===== src/rtl/cds_pkg.sv =====
`timescale 1ns / 1ps

package cds_pkg;

    localparam int unsigned ACTION_W = 3;
    localparam int unsigned DAY_W    = 5;
    localparam int unsigned WDAY_W   = 3;
    localparam int unsigned MONTH_W  = 4;
    localparam int unsigned YEAR_W   = 14;
    localparam int unsigned DELTA_W  = 8;

    localparam logic [ACTION_W-1:0] ACT_NEXT_DAY   = 3'd0;
    localparam logic [ACTION_W-1:0] ACT_PREV_DAY   = 3'd1;
    localparam logic [ACTION_W-1:0] ACT_NEXT_MONTH = 3'd2;
    localparam logic [ACTION_W-1:0] ACT_PREV_MONTH = 3'd3;
    localparam logic [ACTION_W-1:0] ACT_NEXT_YEAR  = 3'd4;
    localparam logic [ACTION_W-1:0] ACT_PREV_YEAR  = 3'd5;

    localparam logic [YEAR_W-1:0]  YEAR_MIN  = 14'd1;
    localparam logic [YEAR_W-1:0]  YEAR_MAX  = 14'd9999;
    localparam logic [MONTH_W-1:0] MONTH_JAN = 4'd1;
    localparam logic [MONTH_W-1:0] MONTH_FEB = 4'd2;
    localparam logic [MONTH_W-1:0] MONTH_DEC = 4'd12;
    localparam logic [DAY_W-1:0]   DAY_FIRST = 5'd1;
    localparam logic [DAY_W-1:0]   DAY_MAX   = 5'd31;
    localparam logic [WDAY_W-1:0]  SUNDAY    = 3'd7;

    // Multiplicative inverse of 25 modulo 2**14: y is a multiple of 25 exactly
    // when y * INV25 (mod 2**14) does not exceed DIV25_LIMIT.
    localparam logic [YEAR_W-1:0] INV25       = 14'd7209;
    localparam logic [YEAR_W-1:0] DIV25_LIMIT = 14'd655;

    // A multiple of seven added to every day difference keeps it positive.
    localparam logic [DELTA_W-1:0] WEEK_OFFSET = 8'd70;

    function automatic logic [YEAR_W-1:0] mul_inv25(input logic [YEAR_W-1:0] y);
        logic [2*YEAR_W-1:0] prod;
        prod = (2*YEAR_W)'(y) * (2*YEAR_W)'(INV25);
        return prod[YEAR_W-1:0];
    endfunction

    function automatic logic is_leap(input logic [YEAR_W-1:0] y,
                                     input logic [YEAR_W-1:0] y_inv25);
        logic div25;
        div25 = (y_inv25 <= DIV25_LIMIT);
        // Among multiples of four, a multiple of 100 is a leap year only
        // when it is also a multiple of 16, that is of 400.
        return (y[1:0] == 2'd0) && (!div25 || (y[3:0] == 4'd0));
    endfunction

    function automatic logic [DAY_W-1:0] days_in(input logic [MONTH_W-1:0] m,
                                                 input logic leap);
        logic [DAY_W-1:0] len;
        case (m)
            4'd2:    len = leap ? 5'd29 : 5'd28;
            4'd4:    len = 5'd30;
            4'd6:    len = 5'd30;
            4'd9:    len = 5'd30;
            4'd11:   len = 5'd30;
            default: len = 5'd31;
        endcase
        return len;
    endfunction

    // Residue modulo 7 by folding octal digits, since 8 is 1 modulo 7.
    function automatic logic [WDAY_W-1:0] mod7(input logic [DELTA_W-1:0] x);
        logic [4:0] a;
        logic [3:0] b;
        a = 5'(x[7:6]) + 5'(x[5:3]) + 5'(x[2:0]);
        b = 4'(a[4:3]) + 4'(a[2:0]);
        return (b >= 4'd7) ? 3'(b - 4'd7) : b[2:0];
    endfunction

endpackage


===== src/rtl/cds_in_if.sv =====
`timescale 1ns / 1ps

interface cds_in_if;
    logic                             valid;
    logic                             ready;
    logic [cds_pkg::ACTION_W-1:0]     action;
    logic [cds_pkg::DAY_W-1:0]        day_of_month;
    logic [cds_pkg::WDAY_W-1:0]       weekday;
    logic [cds_pkg::MONTH_W-1:0]      month;
    logic [cds_pkg::YEAR_W-1:0]       year_value;

    modport source (output valid, action, day_of_month, weekday, month, year_value,
                    input ready);
    modport sink (input valid, action, day_of_month, weekday, month, year_value,
                  output ready);
endinterface


===== src/rtl/cds_out_if.sv =====
`timescale 1ns / 1ps

interface cds_out_if;
    logic                             valid;
    logic                             ready;
    logic [cds_pkg::DAY_W-1:0]        new_day_of_month;
    logic [cds_pkg::WDAY_W-1:0]       new_weekday;
    logic [cds_pkg::MONTH_W-1:0]      new_month;
    logic [cds_pkg::YEAR_W-1:0]       new_year;
    logic                             range_flag;

    modport source (output valid, new_day_of_month, new_weekday, new_month, new_year,
                    range_flag, input ready);
    modport sink (input valid, new_day_of_month, new_weekday, new_month, new_year,
                  range_flag, output ready);
endinterface


===== src/rtl/calendar_date_stepper_top.sv =====
`timescale 1ns / 1ps

// Calendar date stepper.
// The date_in channel carries a Gregorian date, its weekday and a step action;
// every transaction on it yields exactly one transaction on date_out with the
// stepped date, its weekday and a flag set when the step would leave years
// 1 to 9999 (the date is then returned unchanged).
// An accepted transaction travels to its result on date_out through
// four register stages: input repair and a divisibility product, the step and
// the target year's product, the day clamp and day difference, and the
// weekday residue in the output register.
// One transaction per cycle unless date_out stalls; each stage holds one item.
// When the receiver holds date_out.ready low, the output register keeps its
// result and the earlier stages go on filling until every stage is occupied;
// only then does date_in.ready fall. Nothing is lost or repeated.
// Reset clears all valid bits, so the pipeline comes out of reset empty and
// date_in.ready high.
module calendar_date_stepper_top
(
    input  logic       clk,
    input  logic       rst_n,
    cds_in_if.sink     date_in,
    cds_out_if.source  date_out
);

    // Per-stage valid bits and advance enables.
    logic [3:0] vld_reg;
    logic [3:0] adv;

    assign adv[3] = !vld_reg[3] || date_out.ready;
    assign adv[2] = !vld_reg[2] || adv[3];
    assign adv[1] = !vld_reg[1] || adv[2];
    assign adv[0] = !vld_reg[0] || adv[1];
    assign date_in.ready = adv[0];

    always_ff @(posedge clk or negedge rst_n)
    begin
        if (!rst_n)
        begin
            vld_reg <= '0;
        end
        else
        begin
            if (adv[0]) vld_reg[0] <= date_in.valid;
            if (adv[1]) vld_reg[1] <= vld_reg[0];
            if (adv[2]) vld_reg[2] <= vld_reg[1];
            if (adv[3]) vld_reg[3] <= vld_reg[2];
        end
    end

    // ---------------------------------------------------------------- stage 1
    logic [cds_pkg::ACTION_W-1:0] s1_act_reg;
    logic [cds_pkg::DAY_W-1:0]    s1_day_reg;
    logic [cds_pkg::WDAY_W-1:0]   s1_wday_reg, s1_wday_next;
    logic [cds_pkg::MONTH_W-1:0]  s1_month_reg, s1_month_next;
    logic [cds_pkg::YEAR_W-1:0]   s1_year_reg, s1_year_next;
    logic [cds_pkg::YEAR_W-1:0]   s1_yinv_reg;

    always_comb
    begin
        if (date_in.month < cds_pkg::MONTH_JAN)
            s1_month_next = cds_pkg::MONTH_JAN;
        else if (date_in.month > cds_pkg::MONTH_DEC)
            s1_month_next = cds_pkg::MONTH_DEC;
        else
            s1_month_next = date_in.month;

        if (date_in.year_value < cds_pkg::YEAR_MIN)
            s1_year_next = cds_pkg::YEAR_MIN;
        else if (date_in.year_value > cds_pkg::YEAR_MAX)
            s1_year_next = cds_pkg::YEAR_MAX;
        else
            s1_year_next = date_in.year_value;

        s1_wday_next = (date_in.weekday == '0) ? cds_pkg::SUNDAY : date_in.weekday;
    end

    always_ff @(posedge clk)
    begin
        if (adv[0])
        begin
            s1_act_reg   <= date_in.action;
            s1_day_reg   <= date_in.day_of_month;
            s1_wday_reg  <= s1_wday_next;
            s1_month_reg <= s1_month_next;
            s1_year_reg  <= s1_year_next;
            s1_yinv_reg  <= cds_pkg::mul_inv25(s1_year_next);
        end
    end

    // ---------------------------------------------------------------- stage 2
    logic                         s2_leap_y;
    logic [cds_pkg::DAY_W-1:0]    s2_len_m;
    logic [cds_pkg::DAY_W-1:0]    s2_day;
    logic [cds_pkg::DAY_W-1:0]    s2_nday_next;
    logic [cds_pkg::MONTH_W-1:0]  s2_nmonth_next;
    logic [cds_pkg::YEAR_W-1:0]   s2_nyear_next;
    logic [cds_pkg::ACTION_W-1:0] s2_act_next;
    logic                         s2_step;
    logic                         s2_flag_next;
    logic                         s2_moved_next;

    logic [cds_pkg::ACTION_W-1:0] s2_act_reg;
    logic [cds_pkg::DAY_W-1:0]    s2_day_reg, s2_nday_reg, s2_len_m_reg;
    logic [cds_pkg::WDAY_W-1:0]   s2_wday_reg;
    logic [cds_pkg::MONTH_W-1:0]  s2_month_reg, s2_nmonth_reg;
    logic [cds_pkg::YEAR_W-1:0]   s2_nyear_reg, s2_nyinv_reg;
    logic                         s2_leap_y_reg, s2_flag_reg, s2_moved_reg;

    always_comb
    begin
        s2_leap_y = cds_pkg::is_leap(s1_year_reg, s1_yinv_reg);
        s2_len_m  = cds_pkg::days_in(s1_month_reg, s2_leap_y);

        if (s1_day_reg < cds_pkg::DAY_FIRST)
            s2_day = cds_pkg::DAY_FIRST;
        else if (s1_day_reg > s2_len_m)
            s2_day = s2_len_m;
        else
            s2_day = s1_day_reg;

        s2_nday_next   = s2_day;
        s2_nmonth_next = s1_month_reg;
        s2_nyear_next  = s1_year_reg;
        s2_step        = 1'b1;

        case (s1_act_reg)
            cds_pkg::ACT_NEXT_DAY:
            begin
                if (s2_day < s2_len_m)
                    s2_nday_next = s2_day + 5'd1;
                else
                begin
                    s2_nday_next = cds_pkg::DAY_FIRST;
                    if (s1_month_reg < cds_pkg::MONTH_DEC)
                        s2_nmonth_next = s1_month_reg + 4'd1;
                    else
                    begin
                        s2_nmonth_next = cds_pkg::MONTH_JAN;
                        s2_nyear_next  = s1_year_reg + 14'd1;
                    end
                end
            end
            cds_pkg::ACT_PREV_DAY:
            begin
                // The last day of the previous month comes from the clamp in
                // the next stage.
                if (s2_day > cds_pkg::DAY_FIRST)
                    s2_nday_next = s2_day - 5'd1;
                else
                begin
                    s2_nday_next = cds_pkg::DAY_MAX;
                    if (s1_month_reg > cds_pkg::MONTH_JAN)
                        s2_nmonth_next = s1_month_reg - 4'd1;
                    else
                    begin
                        s2_nmonth_next = cds_pkg::MONTH_DEC;
                        s2_nyear_next  = s1_year_reg - 14'd1;
                    end
                end
            end
            cds_pkg::ACT_NEXT_MONTH:
            begin
                if (s1_month_reg < cds_pkg::MONTH_DEC)
                    s2_nmonth_next = s1_month_reg + 4'd1;
                else
                begin
                    s2_nmonth_next = cds_pkg::MONTH_JAN;
                    s2_nyear_next  = s1_year_reg + 14'd1;
                end
            end
            cds_pkg::ACT_PREV_MONTH:
            begin
                if (s1_month_reg > cds_pkg::MONTH_JAN)
                    s2_nmonth_next = s1_month_reg - 4'd1;
                else
                begin
                    s2_nmonth_next = cds_pkg::MONTH_DEC;
                    s2_nyear_next  = s1_year_reg - 14'd1;
                end
            end
            cds_pkg::ACT_NEXT_YEAR:
            begin
                s2_nyear_next = s1_year_reg + 14'd1;
            end
            cds_pkg::ACT_PREV_YEAR:
            begin
                s2_nyear_next = s1_year_reg - 14'd1;
            end
            default:
            begin
                s2_step = 1'b0;
            end
        endcase

        s2_flag_next  = s2_step && ((s2_nyear_next < cds_pkg::YEAR_MIN) ||
                                    (s2_nyear_next > cds_pkg::YEAR_MAX));
        s2_moved_next = s2_step && !s2_flag_next;
        s2_act_next   = s1_act_reg;

        if (!s2_moved_next)
        begin
            s2_nday_next   = s2_day;
            s2_nmonth_next = s1_month_reg;
            s2_nyear_next  = s1_year_reg;
        end
    end

    always_ff @(posedge clk)
    begin
        if (adv[1])
        begin
            s2_act_reg    <= s2_act_next;
            s2_day_reg    <= s2_day;
            s2_wday_reg   <= s1_wday_reg;
            s2_month_reg  <= s1_month_reg;
            s2_len_m_reg  <= s2_len_m;
            s2_leap_y_reg <= s2_leap_y;
            s2_nday_reg   <= s2_nday_next;
            s2_nmonth_reg <= s2_nmonth_next;
            s2_nyear_reg  <= s2_nyear_next;
            s2_nyinv_reg  <= cds_pkg::mul_inv25(s2_nyear_next);
            s2_flag_reg   <= s2_flag_next;
            s2_moved_reg  <= s2_moved_next;
        end
    end

    // ---------------------------------------------------------------- stage 3
    logic                        s3_leap_ny;
    logic                        s3_cross;
    logic [cds_pkg::DAY_W-1:0]   s3_len_nm;
    logic [cds_pkg::DAY_W-1:0]   s3_nday;
    logic [cds_pkg::DELTA_W-1:0] s3_delta;

    logic [cds_pkg::DAY_W-1:0]   s3_nday_reg;
    logic [cds_pkg::WDAY_W-1:0]  s3_wday_reg;
    logic [cds_pkg::MONTH_W-1:0] s3_nmonth_reg;
    logic [cds_pkg::YEAR_W-1:0]  s3_nyear_reg;
    logic [cds_pkg::DELTA_W-1:0] s3_delta_reg;
    logic                        s3_flag_reg;

    always_comb
    begin
        s3_leap_ny = cds_pkg::is_leap(s2_nyear_reg, s2_nyinv_reg);
        s3_len_nm  = cds_pkg::days_in(s2_nmonth_reg, s3_leap_ny);
        s3_nday    = (s2_nday_reg > s3_len_nm) ? s3_len_nm : s2_nday_reg;
        s3_cross   = 1'b0;
        s3_delta   = cds_pkg::WEEK_OFFSET;

        // Differences are taken modulo 7 later; a year of 365 days counts as 1.
        if (s2_moved_reg)
        begin
            case (s2_act_reg)
                cds_pkg::ACT_NEXT_DAY:
                    s3_delta = cds_pkg::WEEK_OFFSET + 8'd1;
                cds_pkg::ACT_PREV_DAY:
                    s3_delta = cds_pkg::WEEK_OFFSET - 8'd1;
                cds_pkg::ACT_NEXT_MONTH:
                    s3_delta = cds_pkg::WEEK_OFFSET + 8'(s2_len_m_reg) - 8'(s2_day_reg)
                               + 8'(s3_nday);
                cds_pkg::ACT_PREV_MONTH:
                    s3_delta = cds_pkg::WEEK_OFFSET + 8'(s3_nday) - 8'(s2_day_reg)
                               - 8'(s3_len_nm);
                cds_pkg::ACT_NEXT_YEAR:
                begin
                    s3_cross = (s2_month_reg > cds_pkg::MONTH_FEB) ? s3_leap_ny
                                                                   : s2_leap_y_reg;
                    s3_delta = cds_pkg::WEEK_OFFSET + 8'd1 + 8'(s3_cross)
                               + 8'(s3_nday) - 8'(s2_day_reg);
                end
                cds_pkg::ACT_PREV_YEAR:
                begin
                    s3_cross = (s2_month_reg > cds_pkg::MONTH_FEB) ? s2_leap_y_reg
                                                                   : s3_leap_ny;
                    s3_delta = cds_pkg::WEEK_OFFSET - 8'd1 - 8'(s3_cross)
                               + 8'(s3_nday) - 8'(s2_day_reg);
                end
                default:
                    s3_delta = cds_pkg::WEEK_OFFSET;
            endcase
        end
    end

    always_ff @(posedge clk)
    begin
        if (adv[2])
        begin
            s3_nday_reg   <= s3_nday;
            s3_wday_reg   <= s2_wday_reg;
            s3_nmonth_reg <= s2_nmonth_reg;
            s3_nyear_reg  <= s2_nyear_reg;
            s3_delta_reg  <= s3_delta;
            s3_flag_reg   <= s2_flag_reg;
        end
    end

    // ---------------------------------------------------------------- stage 4
    logic [cds_pkg::WDAY_W-1:0] s4_rem;
    logic [3:0]                 s4_sum;
    logic [cds_pkg::WDAY_W-1:0] s4_wday_next;

    logic [cds_pkg::DAY_W-1:0]   out_day_reg;
    logic [cds_pkg::WDAY_W-1:0]  out_wday_reg;
    logic [cds_pkg::MONTH_W-1:0] out_month_reg;
    logic [cds_pkg::YEAR_W-1:0]  out_year_reg;
    logic                        out_flag_reg;

    always_comb
    begin
        s4_rem = cds_pkg::mod7(s3_delta_reg);
        s4_sum = 4'(s3_wday_reg) - 4'd1 + 4'(s4_rem);
        s4_wday_next = (s4_sum >= 4'd7) ? 3'(s4_sum - 4'd6) : 3'(s4_sum + 4'd1);
    end

    always_ff @(posedge clk)
    begin
        if (adv[3])
        begin
            out_day_reg   <= s3_nday_reg;
            out_wday_reg  <= s4_wday_next;
            out_month_reg <= s3_nmonth_reg;
            out_year_reg  <= s3_nyear_reg;
            out_flag_reg  <= s3_flag_reg;
        end
    end

    assign date_out.valid            = vld_reg[3];
    assign date_out.new_day_of_month = out_day_reg;
    assign date_out.new_weekday      = out_wday_reg;
    assign date_out.new_month        = out_month_reg;
    assign date_out.new_year         = out_year_reg;
    assign date_out.range_flag       = out_flag_reg;

endmodule


===== src/flat_wrapper.sv =====
// flat-port wrapper written by rule: the top's interface ports become plain ports
module calendar_date_stepper_top_flat 
  (clk, rst_n, date_in_valid, date_in_action, date_in_day_of_month, date_in_weekday, date_in_month, date_in_year_value, date_in_ready, date_out_valid, date_out_new_day_of_month, date_out_new_weekday, date_out_new_month, date_out_new_year, date_out_range_flag, date_out_ready);
  cds_in_if date_in_i ();
  cds_out_if date_out_i ();
  input  logic clk;
  input  logic rst_n;
  input wire logic [$bits(date_in_i.valid)-1:0] date_in_valid;
  input wire logic [$bits(date_in_i.action)-1:0] date_in_action;
  input wire logic [$bits(date_in_i.day_of_month)-1:0] date_in_day_of_month;
  input wire logic [$bits(date_in_i.weekday)-1:0] date_in_weekday;
  input wire logic [$bits(date_in_i.month)-1:0] date_in_month;
  input wire logic [$bits(date_in_i.year_value)-1:0] date_in_year_value;
  output wire logic [$bits(date_in_i.ready)-1:0] date_in_ready;
  output wire logic [$bits(date_out_i.valid)-1:0] date_out_valid;
  output wire logic [$bits(date_out_i.new_day_of_month)-1:0] date_out_new_day_of_month;
  output wire logic [$bits(date_out_i.new_weekday)-1:0] date_out_new_weekday;
  output wire logic [$bits(date_out_i.new_month)-1:0] date_out_new_month;
  output wire logic [$bits(date_out_i.new_year)-1:0] date_out_new_year;
  output wire logic [$bits(date_out_i.range_flag)-1:0] date_out_range_flag;
  input wire logic [$bits(date_out_i.ready)-1:0] date_out_ready;
  assign date_in_i.valid = date_in_valid;
  assign date_in_i.action = date_in_action;
  assign date_in_i.day_of_month = date_in_day_of_month;
  assign date_in_i.weekday = date_in_weekday;
  assign date_in_i.month = date_in_month;
  assign date_in_i.year_value = date_in_year_value;
  assign date_in_ready = date_in_i.ready;
  assign date_out_valid = date_out_i.valid;
  assign date_out_new_day_of_month = date_out_i.new_day_of_month;
  assign date_out_new_weekday = date_out_i.new_weekday;
  assign date_out_new_month = date_out_i.new_month;
  assign date_out_new_year = date_out_i.new_year;
  assign date_out_range_flag = date_out_i.range_flag;
  assign date_out_i.ready = date_out_ready;
  calendar_date_stepper_top u_core (.clk(clk), .rst_n(rst_n), .date_in(date_in_i), .date_out(date_out_i));
endmodule

===== config.mk =====
export PLATFORM = sky130hd
export DESIGN_NAME = calendar_date_stepper_top_flat
export DESIGN_NICKNAME = d
export VERILOG_FILES = /design/src/rtl/cds_pkg.sv /design/src/rtl/cds_in_if.sv /design/src/rtl/cds_out_if.sv /design/src/rtl/calendar_date_stepper_top.sv /design/src/flat_wrapper.sv
export SDC_FILE = /design/constraint.sdc
export NUM_CORES = 1
export LEC_CHECK = 0
export BUFFER_PORTS_ARGS = -buffer_cell sky130_fd_sc_hd__buf_2
export CAP_MARGIN = 5
export CORE_ASPECT_RATIO = 1.75
export CORE_UTILIZATION = 50
export DETAILED_ROUTE_END_ITERATION = 8
export PLACE_DENSITY_LB_ADDON = 0.1
export SYNTH_ARGS = -nofsm -noshare
export SYNTH_HDL_FRONTEND = slang
export SYNTH_SLANG_ARGS = --single-unit
export TNS_END_PERCENT = 20

===== constraint.sdc =====
create_clock -name clk -period 14.4 [get_ports clk]
set_input_delay 1.44 -clock clk [delete_from_list [all_inputs] [get_ports clk]]
set_output_delay 1.44 -clock clk [all_outputs]
set_load 0.03 [all_outputs]

==> results of run 1 <==
[area by class of cell]
class	count	area, µm²	area share [%]
tap	308	385	2.87
timing repair buffer	75	410	3.06
inverter	158	593	4.42
multi-input combinational	838	6700	49.9
clock inverter	14	181	1.35
clock buffer	18	429	3.20
sequential	158	4720	35.2
[metal layers]
layer | vias to the layer above | track usage, % | part of all wire [%]
met2 | 343 | 50.2 | 54
met3 | 104 | 4.15 | 4.0
met4 | 0 | 18.9 | 6.7
li1 | 4435 | - | -
met5 | - | 0 | 0
met1 | 4454 | 26.8 | 35
[worst max-delay path, delay by kind of cell (launching register included)]
| family | cells | cell delay (ns) |
|---|---|---|
| adder cells (fa/ha/maj) | 9 | 3.39 |
| AO/OA/AOI/OAI | 14 | 3.47 |
| AND/OR/NAND/NOR | 5 | 1.95 |
| buffers and inverters | 4 | 0.72 |
| XOR/XNOR | 4 | 0.57 |
| flip-flops | 1 | 0.55 |
[layout by cell type, fill, tap and decap left out, drive strengths merged, types with 39 or more instances in the layout]
master  instances
a21oi          70
buf            75
edfxtp        154
fa             39
ha            141
inv           167
nand2          71
nor2           62
o21ai          54
xnor2          48
[logic make-up after synthesis]
logic type / synth area share (%)
compound gates: 15.4
xor+xnor: 5.01
fa+ha+maj: 20.8
buf+inv: 6.60
flops: 38.6
mux: 0.931
simple gates: 12.6
[power groups by stage]
stage,combinational (mW),sequential [mW],clock [mW]
after floorplan,1.35,0.800,0
after global placement,1.72,0.790,0
final,1.74,0.782,0.472
after global routing,1.98,0.794,0.499
after CTS,1.77,0.783,0.483
after detailed placement,1.76,0.793,0
[stage by stage]
| stage | hold WS (ns) | util, % | std cells |
|---|---|---|---|
| 6_report | 0.413 | 55.9 | 1569 |
| 3_3_place_gp | 0.401 | 53.3 | 1537 |
| 3_5_place_dp | 0.405 | 53.3 | 1537 |
| 2_1_floorplan | 0.400 | - | 1205 |
| 4_1_cts | 0.420 | 55.9 | 1569 |
| 5_1_grt | 0.428 | 55.9 | 1569 |
[path summary, 6_finish.rpt]
check / startpoint / to / slack (ns) / depth (start not counted)
worst max-delay path: u_core.s1_yinv_reg[1] / u_core.s2_nyinv_reg[13] / 3.49 / 36
worst min-delay path: u_core.s3_nmonth_reg[1] / u_core.date_out.new_month[1] / 0.41 / 0
worst max register to register: u_core.s1_yinv_reg[1] / u_core.s2_nyinv_reg[13] / 3.49 / 36
worst min register to register: u_core.s3_nmonth_reg[1] / u_core.date_out.new_month[1] / 0.41 / 0
max in group asynchronous: rst_n / u_core.vld_reg[3] / 13.50 / 1
min in group asynchronous: rst_n / u_core.vld_reg[0] / 0.79 / 1
==> impl_summary.log, run 1 <==
INFO  metric outcome = finished clean
INFO  metric synth.top_cell.area_share = about 38%
INFO  metric final_instance_area = 13400 µm²
INFO  metric crit_type = register to register
INFO  metric cts.repair.resized = 0
INFO  metric swShare = slightly above 40%
INFO  metric worst_setup_hold_path_clk_slew = roughly 0.070 ns
INFO  metric fmax = between 90 and 100 MHz
INFO  metric initial_utilization = approximately 51%
INFO  metric gr_ovfl_total = 0
INFO  metric clock_tree.root_cell = clkbuf_16
INFO  metric synth_top_cells_by_area = edfxtp_1 (38%), ha_1 (14%), fa_1 (6.4%)
INFO  metric place_congestion = approximately 0.95
INFO  metric post_drt_wl_per_cell = roughly 21 µm
INFO  metric min-delay-path-class = register to register
INFO  metric setup.worst_path.end_class = register
INFO  metric placement.setup.worst_slack = between 3 and 4 ns
INFO  metric dpl.hpwl = ~25000 µm
INFO  metric critical_path_peak_fanout = 24
INFO  metric cts-buffers-inserted = 17
INFO  metric slowest_stage = nor3_4
INFO  metric mappedNetlistNets = about 1400
INFO  metric powerDensity = between 200 and 250 nW/µm²
INFO  metric synth_flop_cell = edfxtp_1
INFO  metric final_layout_net_count = roughly 1500
INFO  metric cp.arrival = 11.11 ns
INFO  metric tightest_slew = between 1 and 1.5 ns
INFO  metric final_layout_size_suffix_gt1_share = roughly 10%
INFO  metric clock_power_share = 15.8%
INFO  metric fillCellCount = ~2100
INFO  metric final.setup_skew = approximately 0.021 ns
INFO  metric cts_tree = yes
INFO  metric dieArea = 25100 µm²
INFO  metric finalSetupViolations = 0
INFO  metric leakage = about 5.7 nW
INFO  metric critPathMostFrequentCell = ha_1
INFO  metric first_global_vias = approximately 9400
INFO  metric wl = approximately 32000 µm
INFO  metric part_of_the_cycle_the_worst_path_needs = 75.7%
INFO  metric rsz0062_at_grt = no
INFO  metric timing.critical_path.required = approximately 15 ns
INFO  metric clock_tree.htree_level_count = 4
INFO  metric yosys_register_bits = between 150 and 200
INFO  metric totalNegativeSetupSlack = 0 ns
INFO  metric slew_viol_final = 0
INFO  metric pin_count_of_the_biggest_net_entering_global_routing = 47
INFO  metric min_period = 10.91 ns
INFO  metric synth.most_common_cell = inv_1
INFO  metric routed_via_density = approximately 6
INFO  metric row_count = 75
INFO  metric top_level_ports = 62
INFO  metric first_pass_grt_wire_length = roughly 51000 µm
INFO  metric number_of_buffers_on_the_longest_clock_path = 2
INFO  metric async_reset_ff_share = under 10%
INFO  metric grtUsageTotal = between 20% and 30%
INFO  metric flow.area_growth_from_synthesis = 9.84%
INFO  metric cts_hold_buffers = 0
INFO  metric synth_common_cells = inv_1 (157), edfxtp_1 (154), ha_1 (141)
INFO  metric edff_count_synth = 154
INFO  metric maxSlewHeadroom = 25.4%
INFO  metric post_synth_instance_area = 12200 µm²
INFO  metric p_int = roughly 1.8 mW
INFO  metric final_critical_path_setup_slack = around 3.5 ns
INFO  metric cts_sinks = ~160
INFO  metric postSynthCellCount = around 1200
INFO  metric die_y = between 200 and 250 µm
INFO  metric dpl-instance-area = between 10000 and 15000 µm²
INFO  metric vdd_drop_max = between 0.1 and 0.15 mV
INFO  metric total_switching_power = 1.23 mW
INFO  metric share_seq_of_total_power = between 20% and 30%
INFO  metric detail_route.first_pass.iterations = 5
INFO  metric core_area = ~24000 µm²
INFO  metric antenna-diode-count = 0
INFO  metric ant_nets = 0
INFO  metric start_kind = register
INFO  metric cp_slowest_stage_delay = ~0.76 ns
INFO  metric drt_first_iter_violations = about 820
INFO  metric grt_antenna_before_repair = 0
INFO  metric place.port_buffers = 61
INFO  metric hold_violations = 0
INFO  metric drv_cap = 0
INFO  metric route.detailed.drc = 0
INFO  metric chip_width = ~120 µm
INFO  metric comb_power_share = approximately three fifths
INFO  metric postCtsSetupBuffers = 0
INFO  metric finalPower = approximately 3 mW
INFO  metric synth_cell_types = between 80 and 90
INFO  metric yosysWarnings = 0
INFO  metric seq_area_frac_synth = a little under 40%
INFO  metric synth_area_leader_cell = edfxtp_1
INFO  metric vias = 9336
INFO  metric syn-mean-instance-area = 10.1 µm²
INFO  metric clock_insertion_delay_worst_skew = about 0.46 ns
(Power assumes the default switching activity.)
==> run 2, diff against run 1 <==
--- a/config.mk
+++ b/config.mk
@@ -5,6 +5,7 @@
 export SDC_FILE = /design/constraint.sdc
 export NUM_CORES = 1
 export LEC_CHECK = 0
+export ABC_AREA = 1
 export BUFFER_PORTS_ARGS = -buffer_cell sky130_fd_sc_hd__buf_2
 export CAP_MARGIN = 5
 export CORE_ASPECT_RATIO = 1.75
==> constraint.sdc (replaced) <==
create_clock -name clk -period 10.16 [get_ports clk]
set_input_delay 1.016 -clock clk [delete_from_list [all_inputs] [get_ports clk]]
set_output_delay 1.016 -clock clk [all_outputs]
set_load 0.03 [all_outputs]
==> impl_summary.log, run 2 <==
INFO  metric drv_cap = 0
INFO  metric cts_sinks = about 160
INFO  metric wl_met3 = roughly 860 µm
INFO  metric final.setup_skew = around 0.01 ns
INFO  metric tightest_slew = ~1.1 ns
INFO  metric top_level_ports = between 60 and 70
INFO  metric leakage = 6.37 nW
INFO  metric final_layout_size_suffix_gt1_share = 12.8%
INFO  metric p_int = 2.25 mW
INFO  metric fmax = ~110 MHz
INFO  metric rsz0062_at_grt = no
INFO  metric comb_power_share = 56.5%
INFO  metric dpl.hpwl = ~24000 µm
INFO  metric start_kind = register
INFO  metric row_count = 76
INFO  metric post_drt_wl_per_cell = 16.4 µm
INFO  metric finalSetupViolations = 0
INFO  metric r2r_end = u_core.s2_nyinv_reg[13]
INFO  metric cp.arrival = 9.24 ns
INFO  metric place_congestion = approximately 0.93
INFO  metric total_switching_power = 1.74 mW
INFO  metric maxSlewHeadroom = between 20% and 30%
INFO  metric slowest_stage = inv_1
INFO  metric wl_met1 = 10000 µm
INFO  metric postCtsSetupBuffers = 0
INFO  metric grtUsageTotal = 23.7%
INFO  metric clock_insertion_delay_worst_skew = roughly 0.44 ns
INFO  metric die_y = around 210 µm
INFO  metric r2r_slack = around 1.1 ns
INFO  metric fillCellCount = between 2000 and 2500
INFO  metric critPathMostFrequentCell = nand2_1
INFO  metric synth_flop_cell = edfxtp_1
INFO  metric final_layout_net_count = 1641
INFO  metric final_critical_path_setup_slack = 1.11 ns
INFO  metric drt_first_iter_violations = approximately 430
INFO  metric vdd_drop_max = approximately 0.24 mV
INFO  metric placement.setup.worst_slack = around 1.1 ns
INFO  metric cts-buffers-inserted = 17
INFO  metric flow.area_growth_from_synthesis = 8.82%
INFO  metric share_seq_of_total_power = between 20 and 30%
INFO  metric yosysWarnings = 0
INFO  metric synth_common_cells = inv_1 (235), nand2_1 (234), edfxtp_1 (154)
INFO  metric route.met2.wl = 16300 µm
INFO  metric route.detailed.drc = 0
INFO  metric r2r.worst_path.cells = 53
INFO  metric synth_cell_types = 63
INFO  metric gr_ovfl_total = 0
INFO  metric powerDensity = between 200 and 300 nW/µm²
INFO  metric post_synth_instance_area = roughly 12000 µm²
INFO  metric clock_power_share = about 16%
INFO  metric finalPower = 3.98 mW
INFO  metric dieArea = between 20000 and 30000 µm²
INFO  metric cts_hold_buffers = 0
INFO  metric wl = approximately 29000 µm
INFO  metric cp_slowest_stage_delay = 0.56 ns
INFO  metric vias = 9270
INFO  metric chip_width = 121 µm
INFO  metric rr_startpoint = u_core.s1_month_reg[0]
INFO  metric min_period = just over 9 ns
INFO  metric worst_setup_hold_path_clk_slew = 0.07 ns
INFO  metric cts.repair.resized = 0
INFO  metric seq_area_frac_synth = 37.9%
INFO  metric setup.worst_path.end_class = register
INFO  metric postSynthCellCount = ~1400
INFO  metric async_reset_ff_share = roughly 2.5%
INFO  metric outcome = finished clean
INFO  metric syn-mean-instance-area = 9.04 µm²
INFO  metric mostFrequentLayoutCells = inv_1 (234), nand2_1 (233), edfxtp_1 (154)
INFO  metric synth_area_leader_cell = edfxtp_1
INFO  metric grt_antenna_before_repair = 0
INFO  metric fin_util = between 50 and 60%
INFO  metric number_of_buffers_on_the_longest_clock_path = 2
INFO  metric yosys_register_bits = around 160
INFO  metric synth.most_common_cell = inv_1
INFO  metric part_of_the_cycle_the_worst_path_needs = roughly nine tenths
INFO  metric crit_type = register to register
INFO  metric ant_nets = 0
INFO  metric timing.critical_path.required = around 10 ns
INFO  metric core_area = 24500 µm²
INFO  metric final_common_cell = inv_1
INFO  metric place.port_buffers = 61
INFO  metric swShare = between 40% and 50%
INFO  metric dpl-instance-area = 13000 µm²
INFO  metric slew_viol_final = 0
INFO  metric top_layer = met4
INFO  metric cts_tree = yes
INFO  metric pin_count_of_the_biggest_net_entering_global_routing = 54
INFO  metric first_pass_grt_wire_length = approximately 46000 µm
INFO  metric hold_violations = 0
INFO  metric edff_count_synth = roughly 150
INFO  metric initial_utilization = 50.8%
INFO  metric clock_tree.root_cell = clkbuf_16
INFO  metric clock_tree.htree_level_count = 4
INFO  metric routed_via_density = 5.29
INFO  metric mappedNetlistNets = ~1600
INFO  metric synth.top_cell.area_share = between 30% and 40%
INFO  metric first_global_vias = between 9000 and 10000
INFO  metric totalNegativeSetupSlack = 0 ns
INFO  metric final_instance_area = between 10000 and 15000 µm²
INFO  metric detail_route.first_pass.iterations = 5
INFO  metric critical_path_peak_fanout = 16
INFO  metric synth_top_cells_by_area = edfxtp_1 (37%), ha_1 (14%), inv_1 (7.1%)
INFO  metric antenna-diode-count = 0
INFO  metric min-delay-path-class = input port to async pin
==> run 2: cell types whose count changed after synthesis, sizes merged, moves of 23 or more <==
cell	change
nand2	+178
o21ai	+24
a21oi	-23
xor2	+25
nand3	+54
nor2	+61
inv	+94
xnor2	-37
clkbuf	-25
==> run 2: cell families after synthesis <==
kind of cell	after synthesis	synth area share (%)
flops	158	37.9
simple gates	507	18.9
xor+xnor	57	4.00
mux	6	0.502
compound gates	182	8.77
buf+inv	290	9.56
fa+ha+maj	180	20.4
==> run 2: routing by layer <==
| layer | up-vias | global-route usage [%] |
|---|---|---|
| met2 | 221 | 46.7 |
| met3 | 73 | 3.43 |
| met4 | 0 | 14.0 |
| met1 | 4306 | 22.2 |
| li1 | 4670 | - |
| met5 | - | 0 |
==> run 2: worst max path at each step <==
stage,start,to,slack [ns],cells past startpoint
global placement,u_core.s1_month_reg[0],u_core.s2_nyinv_reg[13],1.27,53
finish,u_core.s1_month_reg[0],u_core.s2_nyinv_reg[13],1.11,53
floorplan,u_core.s1_month_reg[0],u_core.s2_nyinv_reg[13],2.59,56
global route,u_core.s1_month_reg[0],u_core.s2_nyinv_reg[13],0.26,53
CTS,u_core.s1_month_reg[0],u_core.s2_nyinv_reg[13],1.13,53
detailed placement,u_core.s1_month_reg[0],u_core.s2_nyinv_reg[13],1.15,53
==> run 2: final cells by class <==
type	count	area, µm²	share of cell area [%]
timing repair buffer	68	358	2.64
clock inverter	15	174	1.28
sequential	158	4720	34.8
clock buffer	17	425	3.14
multi-input combinational	932	6560	48.3
tap	312	390	2.88
inverter	251	942	6.94
==> run 2: stage by stage <==
stage	cells	hold WS [ns]
final	1753	0.376
after global routing	1753	0.365
after CTS	1753	0.349
after detailed placement	1721	0.405
after global placement	1721	0.401
after floorplan	1380	0.400
==> run 2: critical path: cells and delay by family, from the launching register on <==
family / cells / cell delay (ns)
fa+ha+maj: 8 / 2.39
compound gates: 6 / 1.24
xor+xnor: 1 / 0.19
flops: 1 / 0.50
simple gates: 28 / 3.18
buf+inv: 10 / 1.28
==> run 2: power by group through the flow <==
| stage | combinational (mW) | clock, mW | sequential [mW] |
|---|---|---|---|
| 4_1_cts | 2.31 | 0.655 | 1.10 |
| 3_3_place_gp | 2.20 | 0 | 1.10 |
| 2_1_floorplan | 1.69 | 0 | 1.12 |
| 6_report | 2.25 | 0.639 | 1.09 |
| 3_5_place_dp | 2.29 | 0 | 1.11 |
| 5_1_grt | 2.58 | 0.675 | 1.11 |
==> run 3, diff against run 2 <==
--- a/config.mk
+++ b/config.mk
@@ -10,6 +10,7 @@
 export CAP_MARGIN = 5
 export CORE_ASPECT_RATIO = 1.75
 export CORE_UTILIZATION = 50
+export CTS_CLUSTER_SIZE = 14
 export DETAILED_ROUTE_END_ITERATION = 8
 export PLACE_DENSITY_LB_ADDON = 0.1
 export SYNTH_ARGS = -nofsm -noshare
==> constraint.sdc (replaced) <==
create_clock -name clk -period 7.3 [get_ports clk]
set_input_delay 0.73 -clock clk [delete_from_list [all_inputs] [get_ports clk]]
set_output_delay 0.73 -clock clk [all_outputs]
set_load 0.03 [all_outputs]
==> impl_summary.log, run 3 (same netlist as run 2, synthesis figures left out) <==
INFO  metric outcome = finished, violations left
INFO  metric failing_checks = negative setup slack
INFO  metric cp_slowest_stage_delay = 0.51 ns
INFO  metric part_of_the_cycle_the_worst_path_needs = 102%
INFO  metric final_layout_net_count = ~1800
INFO  metric gr_ovfl_total = 0
INFO  metric rsz0062_at_grt = yes
INFO  metric mostFrequentLayoutCells = inv_1 (222), nand2_1 (222), edfxtp_1 (154)
INFO  metric drt_first_iter_violations = between 400 and 500
INFO  metric critPathMostFrequentCell = nor2_1
INFO  metric leakage = 6.96 nW
INFO  metric cts-buffers-inserted = 17
INFO  metric antenna-diode-count = 0
INFO  metric number_of_buffers_on_the_longest_clock_path = 2
INFO  metric first_pass_grt_wire_length = 47100 µm
INFO  metric route.detailed.drc = 0
INFO  metric drv_cap = 0
INFO  metric routed_via_density = 5.23
INFO  metric fmax = 135 MHz
INFO  metric pin_count_of_the_biggest_net_entering_global_routing = 54
INFO  metric clock_tree.htree_level_count = 4
INFO  metric vias = a little under 10000
INFO  metric fin_hold_ws = between 0.08 and 0.09 ns
INFO  metric critical_path_peak_fanout = 6
INFO  metric ant_nets = 0
INFO  metric detail_route.first_pass.iterations = 5
INFO  metric row_count = 76
INFO  metric maxSlewHeadroom = approximately 25%
INFO  metric instances_no_fill = about 1900
INFO  metric flow.area_growth_from_synthesis = 19.2%
INFO  metric dieArea = around 26000 µm²
INFO  metric grtUsageTotal = about 24%
INFO  metric final_layout_size_suffix_gt1_share = between 20 and 25%
INFO  metric fillCellCount = between 2000 and 2500
INFO  metric top_level_ports = between 60 and 70
INFO  metric tightest_slew = about 1.1 ns
INFO  metric initial_utilization = between 50% and 60%
INFO  metric die_y = around 210 µm
INFO  metric chip_width = 121 µm
INFO  metric r2r.worst_path.cells = 56
INFO  metric slowest_stage = fa_1
INFO  metric cts_hold_buffers = 0
INFO  metric powerDensity = slightly above 400 nW/µm²
INFO  metric finalSetupViolations = 1
INFO  metric core_area = between 20000 and 25000 µm²
INFO  metric grt_antenna_before_repair = 0
INFO  metric cts_sinks = between 150 and 200
INFO  metric dp.cells = 1815
INFO  metric dpl.hpwl = ~24000 µm
INFO  metric wl = around 30000 µm
INFO  metric clock_insertion_delay_worst_skew = approximately 0.45 ns
INFO  metric r2r_end = u_core.s2_nyinv_reg[13]
INFO  metric first_global_vias = ~9700
INFO  metric setup.worst_path.end_class = register
INFO  metric cp.arrival = approximately 7.6 ns
INFO  metric final.setup_skew = 0.0118 ns
INFO  metric min-delay-path-class = input port to async pin
INFO  metric timing.critical_path.required = ~7.5 ns
INFO  metric min_period = between 7 and 8 ns
INFO  metric crit_type = register to register
INFO  metric place.port_buffers = 61
INFO  metric rr_startpoint = u_core.s1_month_reg[0]
INFO  metric clock_tree.root_cell = clkbuf_16
INFO  metric vdd_drop_max = ~0.36 mV
INFO  metric cts_tree = yes
INFO  metric placement.setup.worst_slack = -0.286 ns
INFO  metric slew_viol_final = 0
INFO  metric hold_violations = 0
INFO  metric place_congestion = around 0.96
INFO  metric final_critical_path_setup_slack = -0.120 ns
INFO  metric start_kind = register
INFO  metric r2r_slack = -0.12 ns
INFO  metric worst_setup_hold_path_clk_slew = 0.07 ns
INFO  metric post_drt_wl_per_cell = 16.2 µm
-- run 3: how the worst max path moves through the flow --
stage	end	from	slack, ns
after floorplan	u_core.s2_nyinv_reg[13]	u_core.s1_month_reg[0]	0.02
after global placement	u_core.s2_nyinv_reg[13]	u_core.s1_month_reg[0]	-0.15
after detailed placement	u_core.s2_nyinv_reg[13]	u_core.s1_month_reg[0]	-0.29
after CTS	u_core.s2_nyinv_reg[13]	u_core.s1_month_reg[0]	-0.14
after global routing	u_core.s2_nyinv_reg[13]	u_core.s1_month_reg[0]	-0.59
final	u_core.s2_nyinv_reg[13]	u_core.s1_month_reg[0]	-0.12
-- run 3: area by class of cell --
| cell class | count | area [µm²] | share of cell area [%] |
|---|---|---|---|
| Tap cell | 312 | 390 | 2.63 |
| Sequential cell | 158 | 4720 | 31.8 |
| Timing Repair Buffer | 179 | 1250 | 8.39 |
| Multi-Input combinational cell | 934 | 6980 | 46.9 |
| Clock inverter | 14 | 151 | 1.02 |
| Clock buffer | 17 | 425 | 2.86 |
| Inverter | 251 | 950 | 6.39 |
-- run 3: routing by layer --
metal	track usage (%)	vias to the layer above	wire, µm
met2	47.9	227	17300
met5	0	-	0
met3	3.48	100	826
met1	23.0	4544	10300
li1	-	4882	-
met4	14.9	0	1810
-- run 3: what timing repair did --
action | in CTS | in global routing
resized for setup | 13 | 79
endpoints found under the hold margin | 0 | 0
setup buffers | 5 | 11
setup endpoints to repair | 1 | 3
cloned | 1 | 2
pin swaps | 8 | 52
-- run 3: power by group --
part	internal [mW]	switching (mW)
Sequential	1.41	0.0931
Combinational	1.60	2.06
Clock	0.481	0.389
Total	3.50	2.54
-- run 3: metrics by stage --
step           setup TNS, ns  total power [mW]  util [%]  area (µm²)
2_1_floorplan              0              3.91         -       12500
3_3_place_gp          -0.153              4.89      55.8       13700
3_5_place_dp          -0.286              4.97      55.8       13700
4_1_cts               -0.142              5.87      58.6       14400
5_1_grt               -0.627              6.63      60.6       14900
6_report              -0.120              6.04      60.6       14900
-- run 3: worst max-delay path: cells and delay by family, from the launching register on --
| family | cells | cell delay (ns) |
|---|---|---|
| compound gates | 6 | 0.77 |
| buf+inv | 10 | 0.84 |
| simple gates | 31 | 2.79 |
| xor+xnor | 1 | 0.19 |
| fa+ha+maj | 8 | 2.16 |
| flops | 1 | 0.42 |
